<file path="src/sv/tmtw_pkg.sv">
// ----------------------------------------------------------------------------
// Text-mode terminal writer package
// Screen geometry, derived widths, operation codes, word types and the
// command and status bundles between the controller and the datapath.
// ----------------------------------------------------------------------------
package tmtw_pkg;

    // Screen geometry.
    localparam int COLUMNS = 80;
    localparam int ROWS    = 25;
    localparam int CELLS   = ROWS * COLUMNS;
    localparam int BOTTOM  = (ROWS - 1) * COLUMNS;

    // Derived widths.
    localparam int POS_W  = $clog2(CELLS + 1);
    localparam int RAM_AW = $clog2(CELLS);
    localparam int COL_W  = $clog2(COLUMNS);
    localparam int CELL_W = 16;

    // Operation codes.
    localparam logic [1:0] OP_PUT   = 2'd0;
    localparam logic [1:0] OP_PLACE = 2'd1;
    localparam logic [1:0] OP_CLEAR = 2'd2;
    localparam logic [1:0] OP_READ  = 2'd3;

    // Character and color codes.
    localparam logic [7:0] CHAR_NEWLINE = 8'd10;
    localparam logic [7:0] CHAR_SPACE   = 8'h20;
    localparam logic [3:0] FG_BLANK     = 4'd0;
    localparam logic [3:0] FG_GREEN     = 4'd2;
    localparam logic [3:0] FG_RED       = 4'd4;
    localparam logic [3:0] BG_RESET     = 4'd0;

    // Configuration port.
    localparam int         PADDR_W        = 3;
    localparam logic       REG_BACKGROUND = 1'b0;

    // Input word.
    typedef struct packed {
        logic [1:0]  operation;
        logic [7:0]  character;
        logic [3:0]  fg_color;
        logic        end_of_write;
        logic [5:0]  row;
        logic [6:0]  column;
        logic [10:0] cell_index;
    } t_in_word;

    // Result word.
    typedef struct packed {
        logic [10:0] cursor_position;
        logic [15:0] cell_value;
        logic        scrolled;
    } t_out_word;

    // Commands from the controller to the datapath.
    typedef struct packed {
        logic capture;
        logic cnt_clr;
        logic cnt_inc;
        logic mv_rd;
        logic fill;
        logic fill_init;
        logic place;
        logic put;
        logic cursor;
        logic set_scroll;
        logic load_result;
    } t_ctrl_cmd;

    // Status from the datapath to the controller.
    typedef struct packed {
        logic [1:0] op;
        logic       at_end;
        logic       cnt_mv_end;
        logic       cnt_end;
        logic       put_cursor;
    } t_dp_status;

    // Builds one screen cell from its character and colors.
    function automatic logic [CELL_W-1:0] make_cell(input logic [7:0] ch,
                                                    input logic [3:0] fg,
                                                    input logic [3:0] bg);
        make_cell = {bg, fg, ch};
    endfunction

endpackage

</file>
<file path="src/sv/tmtw_regs.sv">
// ----------------------------------------------------------------------------
// Terminal writer configuration registers
// APB-style register port holding the background color.
// ----------------------------------------------------------------------------
module tmtw_regs (
    input  logic                        i_clk,
    input  logic                        i_rst_n,
    input  logic                        psel,
    input  logic                        penable,
    input  logic                        pwrite,
    input  logic [tmtw_pkg::PADDR_W-1:0] paddr,
    input  logic [31:0]                 pwdata,
    output logic [31:0]                 prdata,
    output logic                        pready,
    output logic [3:0]                  o_bg
);
    import tmtw_pkg::*;

    logic [3:0] r_bg;
    logic       wr_bg;

    // The register is written in the access cycle of a write.
    assign pready = 1'b1;
    assign wr_bg  = psel && penable && pwrite && pready && (paddr[2] == REG_BACKGROUND);

    always_ff @(posedge i_clk) begin
        if (!i_rst_n) begin
            r_bg <= BG_RESET;
        end else if (wr_bg) begin
            r_bg <= pwdata[3:0];
        end
    end

    // Read data for the addressed register; unmapped addresses read zero.
    always_comb begin
        prdata = 32'd0;
        if (paddr[2] == REG_BACKGROUND) begin
            prdata = {28'd0, r_bg};
        end
    end

    assign o_bg = r_bg;

endmodule

</file>
<file path="config.mk">
export PLATFORM = sky130hd
export DESIGN_NAME = tmtw_regs
export DESIGN_NICKNAME = d
export VERILOG_FILES = /design/src/sv/tmtw_pkg.sv /design/src/sv/tmtw_regs.sv
export SDC_FILE = /design/constraint.sdc
export NUM_CORES = 1
export LEC_CHECK = 0
export BUFFER_PORTS_ARGS = -buffer_cell sky130_fd_sc_hd__buf_2
export CAP_MARGIN = 0
export CORE_MARGIN = 3
export CORE_UTILIZATION = 29
export CTS_BUF_LIST = sky130_fd_sc_hd__clkbuf_4
export CTS_CLUSTER_DIAMETER = 60
export DETAILED_ROUTE_END_ITERATION = 6
export GPL_ROUTABILITY_DRIVEN = 0
export GPL_TIMING_DRIVEN = 0
export PLACE_DENSITY_LB_ADDON = 0.08
export SLEW_MARGIN = 20
export SYNTH_ARGS = -nofsm -noshare
export SYNTH_HDL_FRONTEND = slang
export SYNTH_SLANG_ARGS = --single-unit
</file>
<file path="constraint.sdc">
create_clock -name i_clk -period 1.3 [get_ports i_clk]
set_input_delay 0.13 -clock i_clk [delete_from_list [all_inputs] [get_ports i_clk]]
set_output_delay 0.13 -clock i_clk [all_outputs]
set_load 0.02 [all_outputs]
</file>
# Word-level counts from Yosys, hierarchy flattened
# Cells that the tools add are included.
dict set report word_totals {
  register_bits 4
  input_bits 40
  out_inout_bits 37
}
dict set report op_classes {
  muxes 1
  n_bitwise 1
  reduce_logical 3
}
# operator count
set ops {}
lappend ops {{2-to-1 mux 4 bit} 1}
lappend ops {{logical AND 1 bit} 3}
lappend ops {{inverter 1 bit} 1}

# Longest topological paths before layout
# Gate-level depths: netlist of the first run.
dict set report logic_depth {
  depth_word 3
  mapped_depth 3
}

# Least setup slack after synthesis of the first run
# Ideal clock, no wire load.
dict set report synth_path {
  kind {register -> output}
  from {register r_bg[0], in the netlist o_bg[0]}
  to {output port prdata[0]}
  t_arrival_ns 0.666
  required_ns 1.170
  path_slack_ns 0.504
  stages_incl_launch_ff 2
  n_path_buf 0
  cell_sequence {dfxtp_1 > and2b_2}
}
dict set report synth_between {
  elab_chain_cells 1
}
# element line_no
set synth_lines {}
lappend synth_lines {{from (decl)} tmtw_regs.sv:19} ;# logic [3:0] r_bg;
lappend synth_lines {{from (signal assigned)} tmtw_regs.sv:30} ;# r_bg <= pwdata[3:0];
lappend synth_lines {{2-to-1 mux 4 bit} tmtw_regs.sv:37} ;# if (paddr[2] == REG_BACKGROUND) begin
lappend synth_lines {{to (decl)} tmtw_regs.sv:13} ;# output logic [31:0] prdata,
# Every way passes these cells.

# Worst setup path in the final report of the first run
dict set report layout_path {
  from {register r_bg[3], in the netlist o_bg[3]}
  to {output port prdata[3]}
}
# The elaborated chain is that of the path after synthesis.

==> flow_metrics.tcl, run 1 <==
set metrics [dict create \
    ys_warn_count 0 \
    cts_buffer_depth 2 \
    power_density_nw_per_um2 708.1 \
    max-vdd-ir-drop_v 0.0004958 \
    hp-class "input port to flip-flop" \
    clock_latency_ns 0.23 \
    synth_cells 54 \
    synth_compound_area_share_pct 0 \
    critPathMaxFanout 3 \
    critPathKind "flip-flop to primary output" \
    maxCapViolations 0 \
    port_buffers 16 \
    largest_reg_flops 4 \
    fp.dieW_um 44.47 \
    endpoint_kind "primary output" \
    tns_ns 0 \
    timing.final.crit_share_pct 77.52 \
    cellLeakagePower_uw 0.0004298 \
    intPower_uw 306.3 \
    fin_nets 142 \
    h-tree-depth 1 \
    ctsResizeCount 0 \
    ys_seq_area_share_pct 18.66 \
    numCtsBuffers 3 \
    track_usage_pct 7.273 \
    crit_slowest_cell "dfxtp_1" \
    yosysUniqueCellTypes 9 \
    antenna_found_initial 0 \
    vias_per_cell 3.113 \
    clkPwrFrac_pct 33.2 \
    fmax_mhz 992.4 \
    synth_fa_ha_area_share_pct 0 \
    layout-drive-gt1-share_pct 53.00 \
    drc 0 \
    critPathArrivalTime_ns 0.88 \
    skew_ns 0 \
    post-place-ws_ns 0.3601 \
    cts_root_buf "clkbuf_4" \
    synth_top_family_by_area "buffers and inverters" \
    hold_end "o_bg[3]$_SDFFE_PN0P_" \
    status "complete, no violations" \
    power.switching_uw 155.2 \
    r2r_slack_ns 0.72 \
    rows 13 \
    min_period_ns 1.008 \
    die_h_um 44.47 \
    setup_violations 0 \
    synthXorXnorAreaFrac_pct 0 \
    critPathLaunchType "flip-flop" \
    drt_iter0_drc 2 \
    grt_setup_unrepaired "false" \
    fin_total_pwr_uw 461.6 \
    muxShareOfSynthArea_pct 9.329 \
    reg2reg_depth 2 \
    synth-simple-area-share_pct 17.49 \
    slew_violations 0 \
    final_cells 115 \
    ant_nets 0 \
    ios 77 \
    min_from "pwdata[3]" \
    grt_pass1_wl_um 986 \
    placedCellCount 112 \
    clkSlewWorstSetupHoldPaths_ns 0.04 \
    area_growth_pct 51.89 \
    hold_buffers 0 \
    max_stage_delay_ns 0.31 \
    swShare_pct 33.63 \
    first_pass_iters 2 \
    crit-reg2reg-capture "o_bg[2]$_SDFFE_PN0P_" \
    grt_pass1_vias 245 \
    synth_area_um2 429.2 \
    crit_chain "and2b_2 > buf_2" \
    grt_max_degree 9 \
    crit_required_ns 1.17 \
    seqPwrFrac_pct 27.7 \
    holdPathStages 3 \
    finalHoldViolCount 0 \
    cts.sinks 4 \
    crit_start "o_bg[3]$_SDFFE_PN0P_" \
    fin_ws_ns 0.2923 \
    synth_area_per_cell_um2 7.947 \
    wl_per_cell_um 6.791 \
    antenna_cells 0 \
    start_util_pct 31.79 \
    routed-via-count 358 \
    grt_overflow 0 \
    comb_power_share_pct 39.1 \
    wirelength_um 781 \
    rr_startpoint "o_bg[2]$_SDFFE_PN0P_" \
    dp_hpwl_um 707.3 \
    core-area_um2 1350 \
    synth-seq-cells 4 \
    cts_tree "done" \
    fp.dieArea_um2 1978 \
    cts_setup_buffers 0 \
]
==> critical path, delay by kind of cell, from the launching register on <==
| kind | cells | cell delay (ns) |
|---|---|---|
| flip-flops | 1 | 0.31 |
| AND/OR/NAND/NOR | 1 | 0.18 |
| buffers and inverters | 1 | 0.15 |
==> layout by cell type, fill, tap and decap left out <==
cell type  netlist  layout
dfxtp_1          4       4
buf_1            1       1
and2b_2          4       4
conb_1           2      29
clkbuf_2         1       1
buf_2            0      16
nand2_1          8       8
and4b_1          1       1
buf_4           29      29
clkbuf_4         0       3
mux2i_1          4       4
==> cells in the mapped netlist <==
library cell	number	area [µm²]
buf_1	1	3.750
and2b_2	4	35.03
and4b_1	1	10.01
mux2i_1	4	40.04
dfxtp_1	4	80.08
clkbuf_2	1	5.000
conb_1	2	7.510
nand2_1	8	30.03
buf_4	29	217.7
==> layout make-up <==
type                       count  area [µm²]
timing repair buffer          16       80.08
clock buffer                   3       22.52
fill                         145       698.2
multi-input combinational     46       224.0
tap                           15       18.77
sequential                     4       80.08
buffer                        31       226.5
==> metrics by stage <==
step	utilization, %	area (µm²)	hold WS [ns]
after floorplan	-	530.5	0.2722
after global placement	46.62	629.4	0.3806
after detailed placement	46.62	629.4	0.3857
after CTS	48.29	651.9	0.1367
after global routing	48.29	651.9	0.1383
final	48.29	651.9	0.1424
==> routing by layer <==
metal / up-vias / GRT usage, % / part of all wire (%)
li1: 199 / - / -
met1: 130 / 5.314 / 32
met2: 29 / 13.47 / 47
met3: 0 / 6.504 / 21
met4: 0 / 1.807 / 0
met5: - / 0 / 0
==> cells by family (layout without fill, tap and decap cells) <==
group         Yosys count  after routing
mux                     4              4
simple gates           13             13
buf+inv                31             50
other cells             2             29
flops                   4              4
==> power by group through the flow <==
stage	registers, µW	clock network (µW)	logic, µW
floorplan	133	0	155
global placement	130	0	177
detailed placement	130	0	177
CTS	128	162	177
global route	128	174	193
finish	128	153	180
==> worst max-delay path by stage <==
stage / end / cells after the start
3_5_place_dp: o_bg[2]$_SDFFE_PN0P_ / 4
5_1_grt: prdata[3] / 2
3_3_place_gp: o_bg[2]$_SDFFE_PN0P_ / 4
6_report: prdata[3] / 2
4_1_cts: prdata[3] / 2
2_1_floorplan: prdata[0] / 1
Note: power is estimated with default switching activity, not from simulation.
==> run 2: changes to the inputs <==
--- a/config.mk
+++ b/config.mk
@@ -8,7 +8,7 @@
 export BUFFER_PORTS_ARGS = -buffer_cell sky130_fd_sc_hd__buf_2
 export CAP_MARGIN = 0
 export CORE_MARGIN = 3
-export CORE_UTILIZATION = 29
+export CORE_UTILIZATION = 24
 export CTS_BUF_LIST = sky130_fd_sc_hd__clkbuf_4
 export CTS_CLUSTER_DIAMETER = 60
 export DETAILED_ROUTE_END_ITERATION = 6
==> constraint.sdc (replaced) <==
create_clock -name i_clk -period 0.9 [get_ports i_clk]
set_input_delay 0.09 -clock i_clk [delete_from_list [all_inputs] [get_ports i_clk]]
set_output_delay 0.09 -clock i_clk [all_outputs]
set_load 0.02 [all_outputs]
==> run 2 against run 1 <==
Compared with the run above: the run now ends with negative setup slack left; setup slack lost 0.34 ns; core utilization fell by 1.3 points; sequential power grew 45%; critical path depth did not move; hold slack lost 0.050 ns; die area grew 18%; wire length is 14% higher; flip-flop and latch count unchanged; largest cell class unchanged; largest power group unchanged.
==> flow_metrics.tcl, run 2 (synthesized netlist as in run 1, its figures left out) <==
set metrics [dict create \
    status "complete, but fails checks" \
    failed_checks "negative setup slack" \
    final_cell_mix "33 x buf_4, 29 x conb_1, 8 x nand2_1, 8 x buf_2, 8 x buf_6" \
    critPathTopFamily "flip-flops" \
    h-tree-depth 1 \
    holdPathStages 3 \
    clkSlewWorstSetupHoldPaths_ns 0.04 \
    antenna_found_initial 0 \
    intPower_uw 454.7 \
    power.switching_uw 227.8 \
    clkPwrFrac_pct 32.5 \
    grt_max_degree 9 \
    final_cells 128 \
    layout_commonest_cell "buf_4" \
    port_buffers 16 \
    hold_end "o_bg[3]$_SDFFE_PN0P_" \
    start_util_pct 26.92 \
    crit_buf_inv 1 \
    hp-class "input port to flip-flop" \
    grt_setup_unrepaired "true" \
    first_pass_iters 2 \
    fmax_mhz 1059 \
    ant_nets 0 \
    clock_latency_ns 0.23 \
    endpoint_kind "primary output" \
    fill_cells 163 \
    skew_ns 0 \
    grt_overflow 0 \
    fp.dieArea_um2 2331 \
    cts_root_buf "clkbuf_4" \
    crit_chain "and2b_2 > buf_6" \
    area_growth_pct 74.34 \
    core-area_um2 1594 \
    slew_violations 0 \
    drc 0 \
    cts_buffer_depth 2 \
    max_stage_delay_ns 0.31 \
    antenna_cells 0 \
    multiInputGateArea_um2 224.0 \
    crit_slowest_cell "dfxtp_2" \
    seq_area_um2 85.08 \
    power_density_nw_per_um2 912.1 \
    swShare_pct 33.38 \
    fin_util_pct 46.94 \
    crit-reg2reg-capture "o_bg[3]$_SDFFE_PN0P_" \
    rr_startpoint "o_bg[3]$_SDFFE_PN0P_" \
    max-vdd-ir-drop_v 0.0009158 \
    design_area_um2 748.2 \
    setup_violations 4 \
    post_dp_cell_area_um2 640.6 \
    routed-via-count 369 \
    hold_buffers 0 \
    seqPwrFrac_pct 27.0 \
    vias_per_cell 2.883 \
    comb_power_share_pct 40.5 \
    finalHoldViolCount 0 \
    die_h_um 48.29 \
    reg2reg_depth 3 \
    critPathKind "flip-flop to primary output" \
    numCtsBuffers 3 \
    fin_ws_ns -0.04461 \
    post-place-ws_ns -0.009852 \
    fin_nets 146 \
    rows 14 \
    r2r_slack_ns 0.23 \
    cellLeakagePower_uw 0.0004585 \
    fp.dieW_um 48.29 \
    maxCapViolations 0 \
    ios 77 \
    wl_per_cell_um 6.984 \
    critPathLaunchType "flip-flop" \
    fin_total_pwr_uw 682.5 \
    grt_pass1_wl_um 1200 \
    grt_pass1_vias 291 \
    largest_reg_flops 4 \
    placedCellCount 121 \
    drt_iter0_drc 3 \
    wirelength_um 894 \
    timing.final.crit_share_pct 105.0 \
    track_usage_pct 7.853 \
    min_from "pwdata[3]" \
    critPathMaxFanout 2 \
    cts_tree "done" \
    layout-drive-gt1-share_pct 58.65 \
    min_period_ns 0.9446 \
    cts.sinks 4 \
    critPathArrivalTime_ns 0.85 \
    crit_required_ns 0.81 \
]
==> run 2: power groups by stage <==
stage | logic (µW) | registers, µW | clock network, µW
2_1_floorplan | 225 | 192 | 0
3_3_place_gp | 256 | 187 | 0
3_5_place_dp | 257 | 187 | 0
4_1_cts | 272 | 184 | 235
5_1_grt | 300 | 185 | 255
6_report | 276 | 185 | 222
==> run 2: worst max path at each step <==
stage | startpoint | endpoint | slack, ns | cells after the start
finish | o_bg[2]$_SDFFE_PN0P_ | prdata[2] | -0.04 | 2
detailed placement | paddr[2] | o_bg[2]$_SDFFE_PN0P_ | -0.01 | 4
global placement | paddr[2] | o_bg[2]$_SDFFE_PN0P_ | 0.02 | 4
floorplan | o_bg[0]$_SDFFE_PN0P_ | prdata[0] | 0.14 | 1
CTS | o_bg[3]$_SDFFE_PN0P_ | prdata[3] | -0.06 | 2
global route | o_bg[2]$_SDFFE_PN0P_ | prdata[2] | -0.08 | 2
==> run 2: layout make-up <==
cell class,count,area share [%]
Buffer,31,30.27
Multi-Input combinational cell,46,29.93
Timing Repair Buffer,20,21.40
Sequential cell,4,11.37
Tap cell,24,4.013
Clock buffer,3,3.010
==> run 2: worst min-delay path: stages <==
cell and delay (ns):
buf_2 0.09, nand2_1 0.05, mux2i_1 0.05
==> run 2: repair_timing <==
action / CTS / global route
resized for setup: 20 / 0
setup buffers: 4 / 0
gates cloned: 0 / 0
setup endpoints to repair: 4 / 8
==> run 2: layer usage <==
| metal | track usage [%] | wire, µm | up-vias |
|---|---|---|---|
| li1 | - | - | 207 |
| met1 | 9.211 | 335 | 130 |
| met2 | 11.46 | 412 | 32 |
| met3 | 7.011 | 146 | 0 |
| met4 | 0 | 0 | 0 |
| met5 | 0 | 0 | - |
==> run 2: metrics by stage <==
stage	hold slack, ns	setup TNS (ns)
finish	0.09232	-0.1684
global route	0.09125	-0.3600
CTS	0.08457	-0.2106
detailed placement	0.3454	-0.03371
global placement	0.3395	0
floorplan	0.2322	0
