File: src/sv/tmtw_pkg.sv
// ----------------------------------------------------------------------------
// Text-mode terminal writer package
// Screen geometry, derived widths, operation codes, word types and the
// command and status bundles between the controller and the datapath.
// ----------------------------------------------------------------------------
package tmtw_pkg;

    // Screen geometry.
    localparam int COLUMNS = 80;
    localparam int ROWS    = 25;
    localparam int CELLS   = ROWS * COLUMNS;
    localparam int BOTTOM  = (ROWS - 1) * COLUMNS;

    // Derived widths.
    localparam int POS_W  = $clog2(CELLS + 1);
    localparam int RAM_AW = $clog2(CELLS);
    localparam int COL_W  = $clog2(COLUMNS);
    localparam int CELL_W = 16;

    // Operation codes.
    localparam logic [1:0] OP_PUT   = 2'd0;
    localparam logic [1:0] OP_PLACE = 2'd1;
    localparam logic [1:0] OP_CLEAR = 2'd2;
    localparam logic [1:0] OP_READ  = 2'd3;

    // Character and color codes.
    localparam logic [7:0] CHAR_NEWLINE = 8'd10;
    localparam logic [7:0] CHAR_SPACE   = 8'h20;
    localparam logic [3:0] FG_BLANK     = 4'd0;
    localparam logic [3:0] FG_GREEN     = 4'd2;
    localparam logic [3:0] FG_RED       = 4'd4;
    localparam logic [3:0] BG_RESET     = 4'd0;

    // Configuration port.
    localparam int         PADDR_W        = 3;
    localparam logic       REG_BACKGROUND = 1'b0;

    // Input word.
    typedef struct packed {
        logic [1:0]  operation;
        logic [7:0]  character;
        logic [3:0]  fg_color;
        logic        end_of_write;
        logic [5:0]  row;
        logic [6:0]  column;
        logic [10:0] cell_index;
    } t_in_word;

    // Result word.
    typedef struct packed {
        logic [10:0] cursor_position;
        logic [15:0] cell_value;
        logic        scrolled;
    } t_out_word;

    // Commands from the controller to the datapath.
    typedef struct packed {
        logic capture;
        logic cnt_clr;
        logic cnt_inc;
        logic mv_rd;
        logic fill;
        logic fill_init;
        logic place;
        logic put;
        logic cursor;
        logic set_scroll;
        logic load_result;
    } t_ctrl_cmd;

    // Status from the datapath to the controller.
    typedef struct packed {
        logic [1:0] op;
        logic       at_end;
        logic       cnt_mv_end;
        logic       cnt_end;
        logic       put_cursor;
    } t_dp_status;

    // Builds one screen cell from its character and colors.
    function automatic logic [CELL_W-1:0] make_cell(input logic [7:0] ch,
                                                    input logic [3:0] fg,
                                                    input logic [3:0] bg);
        make_cell = {bg, fg, ch};
    endfunction

endpackage

File: src/sv/tmtw_ctrl.sv
// ----------------------------------------------------------------------------
// Terminal writer controller
// Sequences the screen clearing pass, the scroll move and blank, and the
// put, place, clear and read operations over the shared screen memory.
// ----------------------------------------------------------------------------
module tmtw_ctrl (
    input  logic                 i_clk,
    input  logic                 i_rst_n,
    input  logic                 i_start,
    output logic                 o_busy,
    output logic                 o_done,
    output tmtw_pkg::t_ctrl_cmd  o_cmd,
    input  tmtw_pkg::t_dp_status i_sts
);
    import tmtw_pkg::*;

    localparam logic [3:0] S_INIT   = 4'd0;
    localparam logic [3:0] S_IDLE   = 4'd1;
    localparam logic [3:0] S_EXEC   = 4'd2;
    localparam logic [3:0] S_SCROLL = 4'd3;
    localparam logic [3:0] S_MVTAIL = 4'd4;
    localparam logic [3:0] S_BLANK  = 4'd5;
    localparam logic [3:0] S_PUT    = 4'd6;
    localparam logic [3:0] S_CURSOR = 4'd7;
    localparam logic [3:0] S_CLEAR  = 4'd8;
    localparam logic [3:0] S_RDWAIT = 4'd9;
    localparam logic [3:0] S_DONE   = 4'd10;

    logic [3:0] r_state;
    logic [3:0] n_state;
    t_ctrl_cmd  cmd;

    // A new word is taken while idle or while the last result is shown.
    assign o_busy = !((r_state == S_IDLE) || (r_state == S_DONE));
    assign o_done = (r_state == S_DONE);

    // Next state and command decode.
    always_comb begin
        n_state = r_state;
        cmd     = '0;
        case (r_state)
            S_INIT: begin
                cmd.fill      = 1'b1;
                cmd.fill_init = 1'b1;
                cmd.cnt_inc   = 1'b1;
                if (i_sts.cnt_end) begin
                    n_state = S_IDLE;
                end
            end
            S_IDLE, S_DONE: begin
                if (i_start) begin
                    cmd.capture = 1'b1;
                    n_state     = S_EXEC;
                end else begin
                    n_state = S_IDLE;
                end
            end
            S_EXEC: begin
                case (i_sts.op)
                    OP_PUT: begin
                        if (i_sts.at_end) begin
                            cmd.set_scroll = 1'b1;
                            cmd.cnt_clr    = 1'b1;
                            n_state        = S_SCROLL;
                        end else begin
                            n_state = S_PUT;
                        end
                    end
                    OP_PLACE: begin
                        cmd.place       = 1'b1;
                        cmd.load_result = 1'b1;
                        n_state         = S_DONE;
                    end
                    OP_CLEAR: begin
                        cmd.cnt_clr = 1'b1;
                        n_state     = S_CLEAR;
                    end
                    OP_READ: begin
                        // The read address is presented in this cycle.
                        n_state = S_RDWAIT;
                    end
                    default: begin
                        n_state = S_IDLE;
                    end
                endcase
            end
            S_SCROLL: begin
                cmd.mv_rd   = 1'b1;
                cmd.cnt_inc = 1'b1;
                if (i_sts.cnt_mv_end) begin
                    n_state = S_MVTAIL;
                end
            end
            S_MVTAIL: begin
                // The last moved cell is written in this cycle.
                n_state = S_BLANK;
            end
            S_BLANK: begin
                cmd.fill    = 1'b1;
                cmd.cnt_inc = 1'b1;
                if (i_sts.cnt_end) begin
                    n_state = S_PUT;
                end
            end
            S_PUT: begin
                cmd.put = 1'b1;
                if (i_sts.put_cursor) begin
                    n_state = S_CURSOR;
                end else begin
                    cmd.load_result = 1'b1;
                    n_state         = S_DONE;
                end
            end
            S_CURSOR: begin
                cmd.cursor      = 1'b1;
                cmd.load_result = 1'b1;
                n_state         = S_DONE;
            end
            S_CLEAR: begin
                cmd.fill    = 1'b1;
                cmd.cnt_inc = 1'b1;
                if (i_sts.cnt_end) begin
                    cmd.load_result = 1'b1;
                    n_state         = S_DONE;
                end
            end
            S_RDWAIT: begin
                cmd.load_result = 1'b1;
                n_state         = S_DONE;
            end
            default: begin
                n_state = S_IDLE;
            end
        endcase
    end

    assign o_cmd = cmd;

    // State register; reset starts the clearing pass.
    always_ff @(posedge i_clk) begin
        if (!i_rst_n) begin
            r_state <= S_INIT;
        end else begin
            r_state <= n_state;
        end
    end

`ifndef SYNTHESIS
    // A result is shown for a single cycle.
    a_done_one_cycle: assert property (@(posedge i_clk) disable iff (!i_rst_n)
        o_done |=> !o_done)
        else $error("result strobe held for more than one cycle");

    // An accepted word always starts execution.
    a_accept_exec: assert property (@(posedge i_clk) disable iff (!i_rst_n)
        (i_start && !o_busy) |=> (r_state == S_EXEC))
        else $error("accepted word did not start execution");

    // A scroll always runs its blank pass before the put step.
    a_tail_blank: assert property (@(posedge i_clk) disable iff (!i_rst_n)
        (r_state == S_MVTAIL) |=> (r_state == S_BLANK))
        else $error("scroll move not followed by bottom row blank");
`endif

endmodule

File: config.mk
export PLATFORM = sky130hd
export DESIGN_NAME = tmtw_ctrl
export DESIGN_NICKNAME = d
export VERILOG_FILES = /design/src/sv/tmtw_pkg.sv /design/src/sv/tmtw_ctrl.sv
export SDC_FILE = /design/constraint.sdc
export NUM_CORES = 1
export LEC_CHECK = 0
export BUFFER_PORTS_ARGS = -buffer_cell sky130_fd_sc_hd__buf_2
export CAP_MARGIN = 10
export CORE_AREA = 2 2 39 41
export DETAILED_ROUTE_END_ITERATION = 10
export DIE_AREA = 0 0 41 43
export HOLD_SLACK_MARGIN = 0.05
export PLACE_DENSITY = 0.65
export SLEW_MARGIN = 20
export SYNTH_ARGS = -nofsm -noshare
export SYNTH_HDL_FRONTEND = slang
export SYNTH_SLANG_ARGS = --single-unit
File: constraint.sdc
create_clock -name i_clk -period 2.1 [get_ports i_clk]
set_clock_uncertainty 0.2 [all_clocks]
set_input_delay 0.42 -clock i_clk [delete_from_list [all_inputs] [get_ports i_clk]]
set_output_delay 0.42 -clock i_clk [all_outputs]
set_load 0.05 [all_outputs]
Word level (Yosys, flattened, before mapping)

Index checks and enable logic that the tools add are counted.

Flip-flop bits (word level): 4
Output and inout port bits: 13

Eq/ne operators: 17
Muxes and demuxes: 27
Reduce and logical (&&, ||, !) cells: 9

Operators by type and width:

| cell                                                                  | count |
|---|---|
| 4-bit case mux with 9 select lines                                    | 1 |
| 4-bit two-way mux                                                     | 5 |
| 4-bit by 3-bit equality test with 1-bit output, second input constant | 4 |
| 1-bit two-way mux                                                     | 16 |
| 4-bit case mux with 4 select lines                                    | 1 |
| 4-bit equality test, second input constant                            | 3 |
| 4-bit by 2-bit equality test with 1-bit output, second input constant | 2 |
| 2-bit != test, second input constant                                  | 4 |
| 2-bit equality test, second input constant                            | 2 |
| 4-bit by 1-bit equality test with 1-bit output, second input constant | 1 |
| 4-bit zero test                                                       | 1 |
| 1-bit case mux with 4 select lines                                    | 1 |
| 4-bit AND reduction                                                   | 1 |
| 2-bit OR reduction                                                    | 2 |
| 4-bit OR reduction                                                    | 1 |
| 3-bit two-way mux                                                     | 1 |
| 3-bit OR reduction                                                    | 1 |
| 2-bit by 1-bit equality test with 1-bit output, second input constant | 1 |
| 2-bit zero test                                                       | 1 |
| 2-bit two-way mux                                                     | 1 |
| 1-bit case mux with 2 select lines                                    | 1 |
| 1-bit zero test                                                       | 1 |
| 1-bit logical OR                                                      | 1 |

Longest topological paths before layout

Gate-level depths: netlist of the first run.

Depth after elaboration: 3
Gate-level depth with buffers: 5
Depth with buffers taken out: 4

Worst setup path after synthesis of the first run

No wires, ideal clock.

Path type: flip-flop to output port
Start: register r_state[2]
End: output port o_cmd[0] (netlist name)
Arrival time: 2.031 ns
Path slack: -0.551 ns
Stages on the path, launching flop included: 5
Buffers on the path: 0
Cells stage by stage: dfxtp_1 > nand2b_1 > or3_4 > nor3b_2 > nand3b_1

RTL lines:

| item                   | RTL line         | source |
|---|---|---|
| start, declared        | tmtw_ctrl.sv:29  | `logic [3:0] r_state;` |
| start signal, assigned | tmtw_ctrl.sv:144 | `r_state <= n_state;` |
| end, declared          | tmtw_ctrl.sv:12  | `output tmtw_pkg::t_ctrl_cmd o_cmd,` |

==> results by group, run 1 <==
Pwr
  – Max rail drop VDD: 0.2933 mV
  – Leakage: 0.3559 nW
  – Pwr/cell area: 426.7 mW/mm²
  – Total Power: 0.3364 mW

Synthesis
  – Synth Register Bits: 4
  – Largest cells by area after synthesis: dfxtp_1, nor2_1, mux2i_1
  – Netlist cell types: 34
  – Syn Area/Cell: 6.979 µm²
  – Register area share after synthesis: 16.16%
  – Area leader, netlist: dfxtp_1
  – Post-Synthesis Cells: 71
  – Post-synth top area share: 16.16%
  – Post-Syn Area: 495.5 µm²
  – Post-Syn Nets: 80
  – Yosys warns: 0

Routing
  – Vias post-DR: 620
  – Routed Antenna Nets: 0
  – DRT Wirelength: 1462 µm
  – Pre-antenna DRT Iters: 4
  – DR vias/cell: 5.345
  – 1st-iter DRT viols: 8
  – WL/cell: 12.60 µm
  – Remaining DRCs: 0

STA
  – Crit share post-route: 102.2%
  – Min Tclk post-route: 2.146 ns
  – Final worst hold slack: 0.2817 ns
  – RSZ-0062 raised after global routing: true
  – Max-slew violation count: 0
  – Final Hold Vio Count: 0
  – Least-Margin Pin Slew: 0.2771 ns
  – Fmax: 0.4659 GHz
  – Total negative setup slack: -0.06085 ns
  – Setup-failing EPs final: 2
  – Slew margin rel.: 81.33%
  – Final setup margin: -0.04638 ns

Cells and area
  – Fin nets: 111
  – FF+latch area: 85.08 µm²
  – Max reg flops: 4
  – Share of layout cells above drive strength 1: 50.00%
  – Top Registers: r_state: 4 flops
  – Area grow syn2layout: 59.09%
  – Most frequent cells in the layout: buf_2, nor2_1, buf_4, clkbuf_4, o21ai_0
  – Fillers: 138
  – Top reg by flops: r_state
  – Post-Layout Cell Count: 116
  – Commonest non-fill, non-tap cell in the layout: buf_2
  – Area used by multi-input combinational logic: 439.2 µm²
  – Diode count: 0

Clock network
  – Skew-Pair Late Insertion Delay: 0.23 ns
  – CTS buffer count: 3
  – Maximum clock path buffer count: 2
  – CTS root buffer: clkbuf_4
  – TritonCTS clock tree: yes
  – Clock Sinks: 4
  – Reg clk slew, reported paths: 0.04 ns
  – H-tree Lvls: 1

Job
  – Total of max-cap violations: 0

Status
  – Status: finished, violations left
  – Violated checks: setup timing

Global route
  – GRT overflow: 0
  – First-pass GRT wire length: 2366 µm
  – Vias in the first global route: 544
  – Pin count of the biggest net entering global routing: 12
  – GRT Resource Usage Total: 19.52%
  – Initial antenna violation count: 0

Critical path
  – CP arrival: 1.53 ns
  – Worst R2R Start: r_state[1]$_SDFFE_PN0P_
  – Type of origin of the critical path: register
  – Crit path max fanout: 3
  – Worst Path Class, Setup: register to output port
  – Crit. Startpoint: r_state[2]$_SDFFE_PN0P_
  – CP Capture Type: output port
  – Reg2Reg Depth: 5
  – R2r setup slk: 0.50 ns
  – CP Data Required Time: 1.48 ns

Place
  – Final HPWL DP: 1158 µm
  – Final Wtd Congestion: 0.8081
  – Placed Cells: 111
  – I/O Buffers: 21

Die
  – Height of the die: 43 µm
  – Initial core utilization: 35.80%
  – Die Area: 0.001763 mm²
  – IO Pins: 22
  – Die width: 41 µm
  – Core Area: 0.001384 mm²
  – Rows: 14

Worst hold path
  – Worst Min Path Start: i_rst_n
  – Worst hold path stage count: 2
  – HP Class: primary input to register
-- per-stage QoR --
step	worst slack [ns]	utilization, %	cell area [µm²]
floorplan	-0.3521	-	526.8
global placement	0.1084	50.18	694.4
detailed placement	0.06357	50.18	694.4
CTS	-0.08969	54.61	755.7
global route	-0.09987	56.96	788.3
finish	-0.04638	56.96	788.3
-- critical path, stage by stage, from the launching register on --
cell	delay, ns
dfxtp_2	0.32
nand2b_4	0.13
or3_4	0.36
nor3b_4	0.18
nand3b_1	0.14
buf_6	0.16
-- power breakdown --
part | internal (mW) | switching, mW | total (mW)
Sequential | 0.0805 | 0.00619 | 0.0866
Combinational | 0.0580 | 0.0975 | 0.156
Clock | 0.0639 | 0.0303 | 0.0942
-- worst paths after layout --
kind / endpoint
setup / recovery: o_cmd[0]
setup reg to reg: r_state[0]$_SDFFE_PN0P_
hold reg to reg: r_state[2]$_SDFFE_PN0P_
hold / removal: r_state[0]$_SDFFE_PN0P_
-- synthesized netlist by cell type (all sizes together) --
master and n:
nor2 13, a21oi 5, o21ai 5, buf 4, dfxtp 4, mux2i 3
nand2 3, nor2b 3, nor3 3, nor3b 3, a21o 2, inv 2
nand2b 2, nand3b 2, or3 2, a21boi 1, a22oi 1, and3 1
and4bb 1, nand4 1, nand4b 1, o211a 1, o211ai 1, o21bai 1
o221ai 1, o22ai 1, o31a 1, o31ai 1, o32ai 1, or2 1
-- area by class of cell --
cell class                      instances  share of cell area (%)
Sequential cell                         4                   10.79
Inverter                                2                  0.9524
Clock buffer                            3                   2.857
Timing Repair Buffer                   30                   27.14
Tap cell                               16                   2.540
Multi-Input combinational cell         61                   55.71
-- layer usage --
metal	track usage, %	wire length, µm	vias to the layer above
met5	0	0	-
met4	6.000	0	0
met3	3.141	79	0
met2	28.13	686	15
met1	28.80	696	284
li1	-	-	321
-- repair_timing --
action	CTS	global route
buffers inserted	1	1
endpoints found under the setup margin	6	8
hold buffers	0	0
resized for setup	10	11
cloned	0	0
pin swaps	0	2
-- cell families (layout without fill, tap and decap cells) --
family | Yosys count | in the layout | synth area share (%)
multiplexers | 3 | 3 | 6.061
flip-flops | 4 | 4 | 16.16
AO/OA/AOI/OAI | 22 | 22 | 30.05
AND/OR/NAND/NOR | 36 | 36 | 41.67
buffers and inverters | 6 | 35 | 6.061
(Power assumes the default switching activity.)
==> inputs of run 2 (changes only) <==
--- a/config.mk
+++ b/config.mk
@@ -5,13 +5,13 @@
 export SDC_FILE = /design/constraint.sdc
 export NUM_CORES = 1
 export LEC_CHECK = 0
+export ABC_AREA = 1
 export BUFFER_PORTS_ARGS = -buffer_cell sky130_fd_sc_hd__buf_2
 export CAP_MARGIN = 10
 export CORE_AREA = 2 2 39 41
 export DETAILED_ROUTE_END_ITERATION = 10
 export DIE_AREA = 0 0 41 43
 export HOLD_SLACK_MARGIN = 0.05
-export PLACE_DENSITY = 0.65
 export SLEW_MARGIN = 20
 export SYNTH_ARGS = -nofsm -noshare
 export SYNTH_HDL_FRONTEND = slang
==> run 2 against run 1 <==
Against the previous run:
- the run now ends clean
- synthesized cell count grew 17%
- total power rose to 2.6 times the previous value
- core utilization shrank 8.8 points
- first-iteration DRC count is 63% higher
- global-route usage fell by 4.7 points
- sequential cell count is the same
- clock-buffer cell count is the same
- cell count is 6.9% higher
- routed wire length is 22% lower
==> results by group, run 2 <==
Status
  – Status: completed (was finished, violations left)

Cells and area
  – Fillers: 162 (was 138)
  – Fin nets: 119 (was 111)
  – Commonest non-fill, non-tap cell in the layout: buf_2 (unchanged)
  – Max reg flops: 4 (unchanged)
  – Top Registers: r_state: 4 flops (unchanged)
  – Area grow syn2layout: 45.63% (was 59.09%)
  – Diode count: 0 (unchanged)
  – Share of layout cells above drive strength 1: 48.15% (was 50.00%)
  – Top reg by flops: r_state (unchanged)
  – Most frequent cells in the layout: buf_2, nand2_1, inv_1, nor2_1, nor2_2 (was buf_2, nor2_1, buf_4, clkbuf_4, o21ai_0)

Pwr
  – Pwr/cell area: 1314 mW/mm² (was 426.7 mW/mm²)
  – Switching Share: 60.64% (was 39.84%)
  – Leakage: 0.3890 nW (was 0.3559 nW)
  – Int Pwr: 0.3449 mW (was 0.2024 mW)
  – Max rail drop VDD: 0.6104 mV (was 0.2933 mV)
  – Combinational fraction of design power: 73.3% (was 46.2%)
  – Clock share of power: 10.4% (was 28.0%)
  – Net switching power: 0.5314 mW (was 0.1340 mW)
  – Total Power: 0.8763 mW (was 0.3364 mW)
  – Register share of total power: 16.3% (was 25.8%)

Die
  – IO Pins: 22 (unchanged)
  – Rows: 14 (unchanged)
  – Height of the die: 43 µm (unchanged)
  – Initial core utilization: 33.09% (was 35.80%)
  – Die Area: 0.001763 mm² (unchanged)
  – Die width: 41 µm (unchanged)
  – Core Area: 0.001384 mm² (unchanged)

STA
  – Setup-failing EPs final: 0 (was 2)
  – Least-Margin Pin Slew: 0.2853 ns (was 0.2771 ns)
  – Final Hold Vio Count: 0 (unchanged)
  – Total negative setup slack: 0 ns (was -0.06085 ns)
  – Fmax: 0.5033 GHz (was 0.4659 GHz)
  – Crit share post-route: 94.62% (was 102.2%)
  – Max-slew violation count: 0 (unchanged)
  – Slew margin rel.: 80.90% (was 81.33%)
  – Final worst hold slack: 0.2527 ns (was 0.2817 ns)
  – Min Tclk post-route: 1.987 ns (was 2.146 ns)

Clock network
  – CTS buffer count: 3 (unchanged)
  – CTS root buffer: clkbuf_4 (unchanged)
  – Skew-Pair Late Insertion Delay: 0.23 ns (about the same)
  – Reg clk slew, reported paths: 0.04 ns (about the same)
  – H-tree Lvls: 1 (unchanged)
  – Maximum clock path buffer count: 2 (unchanged)
  – TritonCTS clock tree: yes (unchanged)
  – Clock Sinks: 4 (unchanged)
  – Hold buffer count at CTS: 0 (unchanged)

Critical path
  – CP Data Required Time: 1.48 ns (about the same)
  – Crit path max fanout: 5 (was 3)
  – WP buf/inv: 2 (was 1)
  – Slowest stage delay, CP: 0.36 ns (about the same)
  – Worst-path cell chain: inv_4 > nand2_2 > nor3_4 > nand2_1 > nand3_2 > nor2_1 > o21ai_1 > buf_6 (was nand2b_4 > or3_4 > nor3b_4 > nand3b_1 > buf_6)
  – CP arrival: 1.37 ns (was 1.53 ns)
  – Type of origin of the critical path: register (unchanged)
  – Slowest cell on crit path: dfxtp_4 (was or3_4)
  – CP Capture Type: output port (unchanged)
  – Worst path top cell family by delay: simple AND/OR/NAND/NOR gates (unchanged)
  – Worst Path Class, Setup: register to output port (unchanged)

Synthesis
  – Main synth FF type: dfxtp_1 (unchanged)
  – Register area share after synthesis: 17.49% (was 16.16%)
  – Largest cells by area after synthesis: dfxtp_1, nand2_1, inv_1 (was dfxtp_1, nor2_1, mux2i_1)
  – Syn Area/Cell: 5.517 µm² (was 6.979 µm²)
  – Yosys warns: 0 (unchanged)
  – Most frequent cell after synthesis: nand2_1 (was nor2_1)
  – Netlist cell types: 19 (was 34)
  – Post-Synthesis Cells: 83 (was 71)
  – Post-synth EDFFs: 0 (unchanged)
  – Top post-synthesis cells by count: nand2_1, inv_1, nor2_1 (was nor2_1, o21ai_0, a21oi_1, dfxtp_1)
  – Area leader, netlist: dfxtp_1 (unchanged)
  – Post-synth top area share: 17.49% (was 16.16%)
  – Synth Register Bits: 4 (unchanged)
  – Ys async rst share: 0% (unchanged)
  – Post-Syn Area: 457.9 µm² (was 495.5 µm²)
  – Post-Syn Nets: 92 (was 80)

Place
  – I/O Buffers: 21 (unchanged)
  – Final Wtd Congestion: 0.8729 (was 0.8081)
  – Final HPWL DP: 978.6 µm (was 1158 µm)

Global route
  – Vias in the first global route: 451 (was 544)
  – GRT Resource Usage Total: 14.79% (was 19.52%)
  – GRT overflow: 0 (unchanged)
  – First-pass GRT wire length: 1738 µm (was 2366 µm)
  – Initial antenna violation count: 0 (unchanged)
  – Pin count of the biggest net entering global routing: 6 (was 12)

Routing
  – Pre-antenna DRT Iters: 4 (unchanged)
  – 1st-iter DRT viols: 13 (was 8)
  – Remaining DRCs: 0 (unchanged)
  – DRT Wirelength: 1138 µm (was 1462 µm)
  – Vias post-DR: 570 (was 620)
  – WL/cell: 9.177 µm (was 12.60 µm)
  – DR vias/cell: 4.597 (was 5.345)
  – Routed Antenna Nets: 0 (unchanged)

Worst hold path
  – HP Class: primary input to register (unchanged)

Job
  – Total of max-cap violations: 0 (unchanged)
run 2: timing repair:
action                     in CTS  in global routing
setup buffers                   0                  1
hold endpoints to repair        0                  0
setup endpoints to repair       2                  4
gates resized for setup         2                 11
pin swaps                       0                  2
run 2: worst paths after layout:
kind                           startpoint                       to  slack (ns)  depth (start not counted)
setup / recovery  r_state[0]$_SDFFE_PN0P_                 o_cmd[0]        0.11                          8
hold / removal                    i_rst_n  r_state[0]$_SDFFE_PN0P_        0.25                          3
setup reg to reg  r_state[3]$_SDFFE_PN0P_  r_state[0]$_SDFFE_PN0P_        0.68                          6
hold reg to reg   r_state[0]$_SDFFE_PN0P_  r_state[0]$_SDFFE_PN0P_        0.38                          2
run 2: stage by stage:
stage                     utilization, %  cell area, µm²  setup slack [ns]  instances
after floorplan                        -           479.2           -0.3327         83
after global placement             43.67           604.3            0.2301        120
after detailed placement           43.67           604.3            0.2230        120
after CTS                          45.66           631.9           0.02735        123
after global routing               48.19           666.9         -0.005795        124
final                              48.19           666.9            0.1130        124
run 2: power groups by stage:
stage                     clock (mW)  sequential (mW)  combinational, mW
after floorplan                    0            0.125              0.500
after global placement             0            0.131              0.612
after detailed placement           0            0.131              0.612
after CTS                     0.0973            0.129              0.619
after global routing           0.105            0.146              0.698
final                         0.0912            0.143              0.642
run 2: routing by layer:
layer	global-route usage [%]	vias up	wire, µm
met1	18.12	243	479
met5	0	-	0
met2	22.81	17	610
li1	-	310	-
met3	3.141	0	48
met4	8.000	0	0
run 2: cell families after synthesis:
kind of cell           Yosys count  synth area share (%)
buffers and inverters           19                 15.57
and+or+nand+nor                 48                 49.46
AOI/OAI and AO/OA               12                 17.49
DFF                              4                 17.49
run 2: layout make-up:
type / instances / area (µm²) / area share, %
Timing Repair Buffer: 22 / 121.4 / 18.20
Inverter: 19 / 73.82 / 11.07
Clock buffer: 3 / 22.52 / 3.377
Sequential cell: 4 / 86.33 / 12.95
Multi-Input combinational cell: 60 / 342.8 / 51.41
Tap cell: 16 / 20.02 / 3.002
run 2: worst register-to-register path, cell delays in order, from the launching register on:
cell     delay (ns)
dfxtp_2        0.35
nor2_2         0.20
nand2_1        0.15
nor2_2         0.17
a21oi_4        0.06
o21ai_1        0.12
nor2_1         0.06
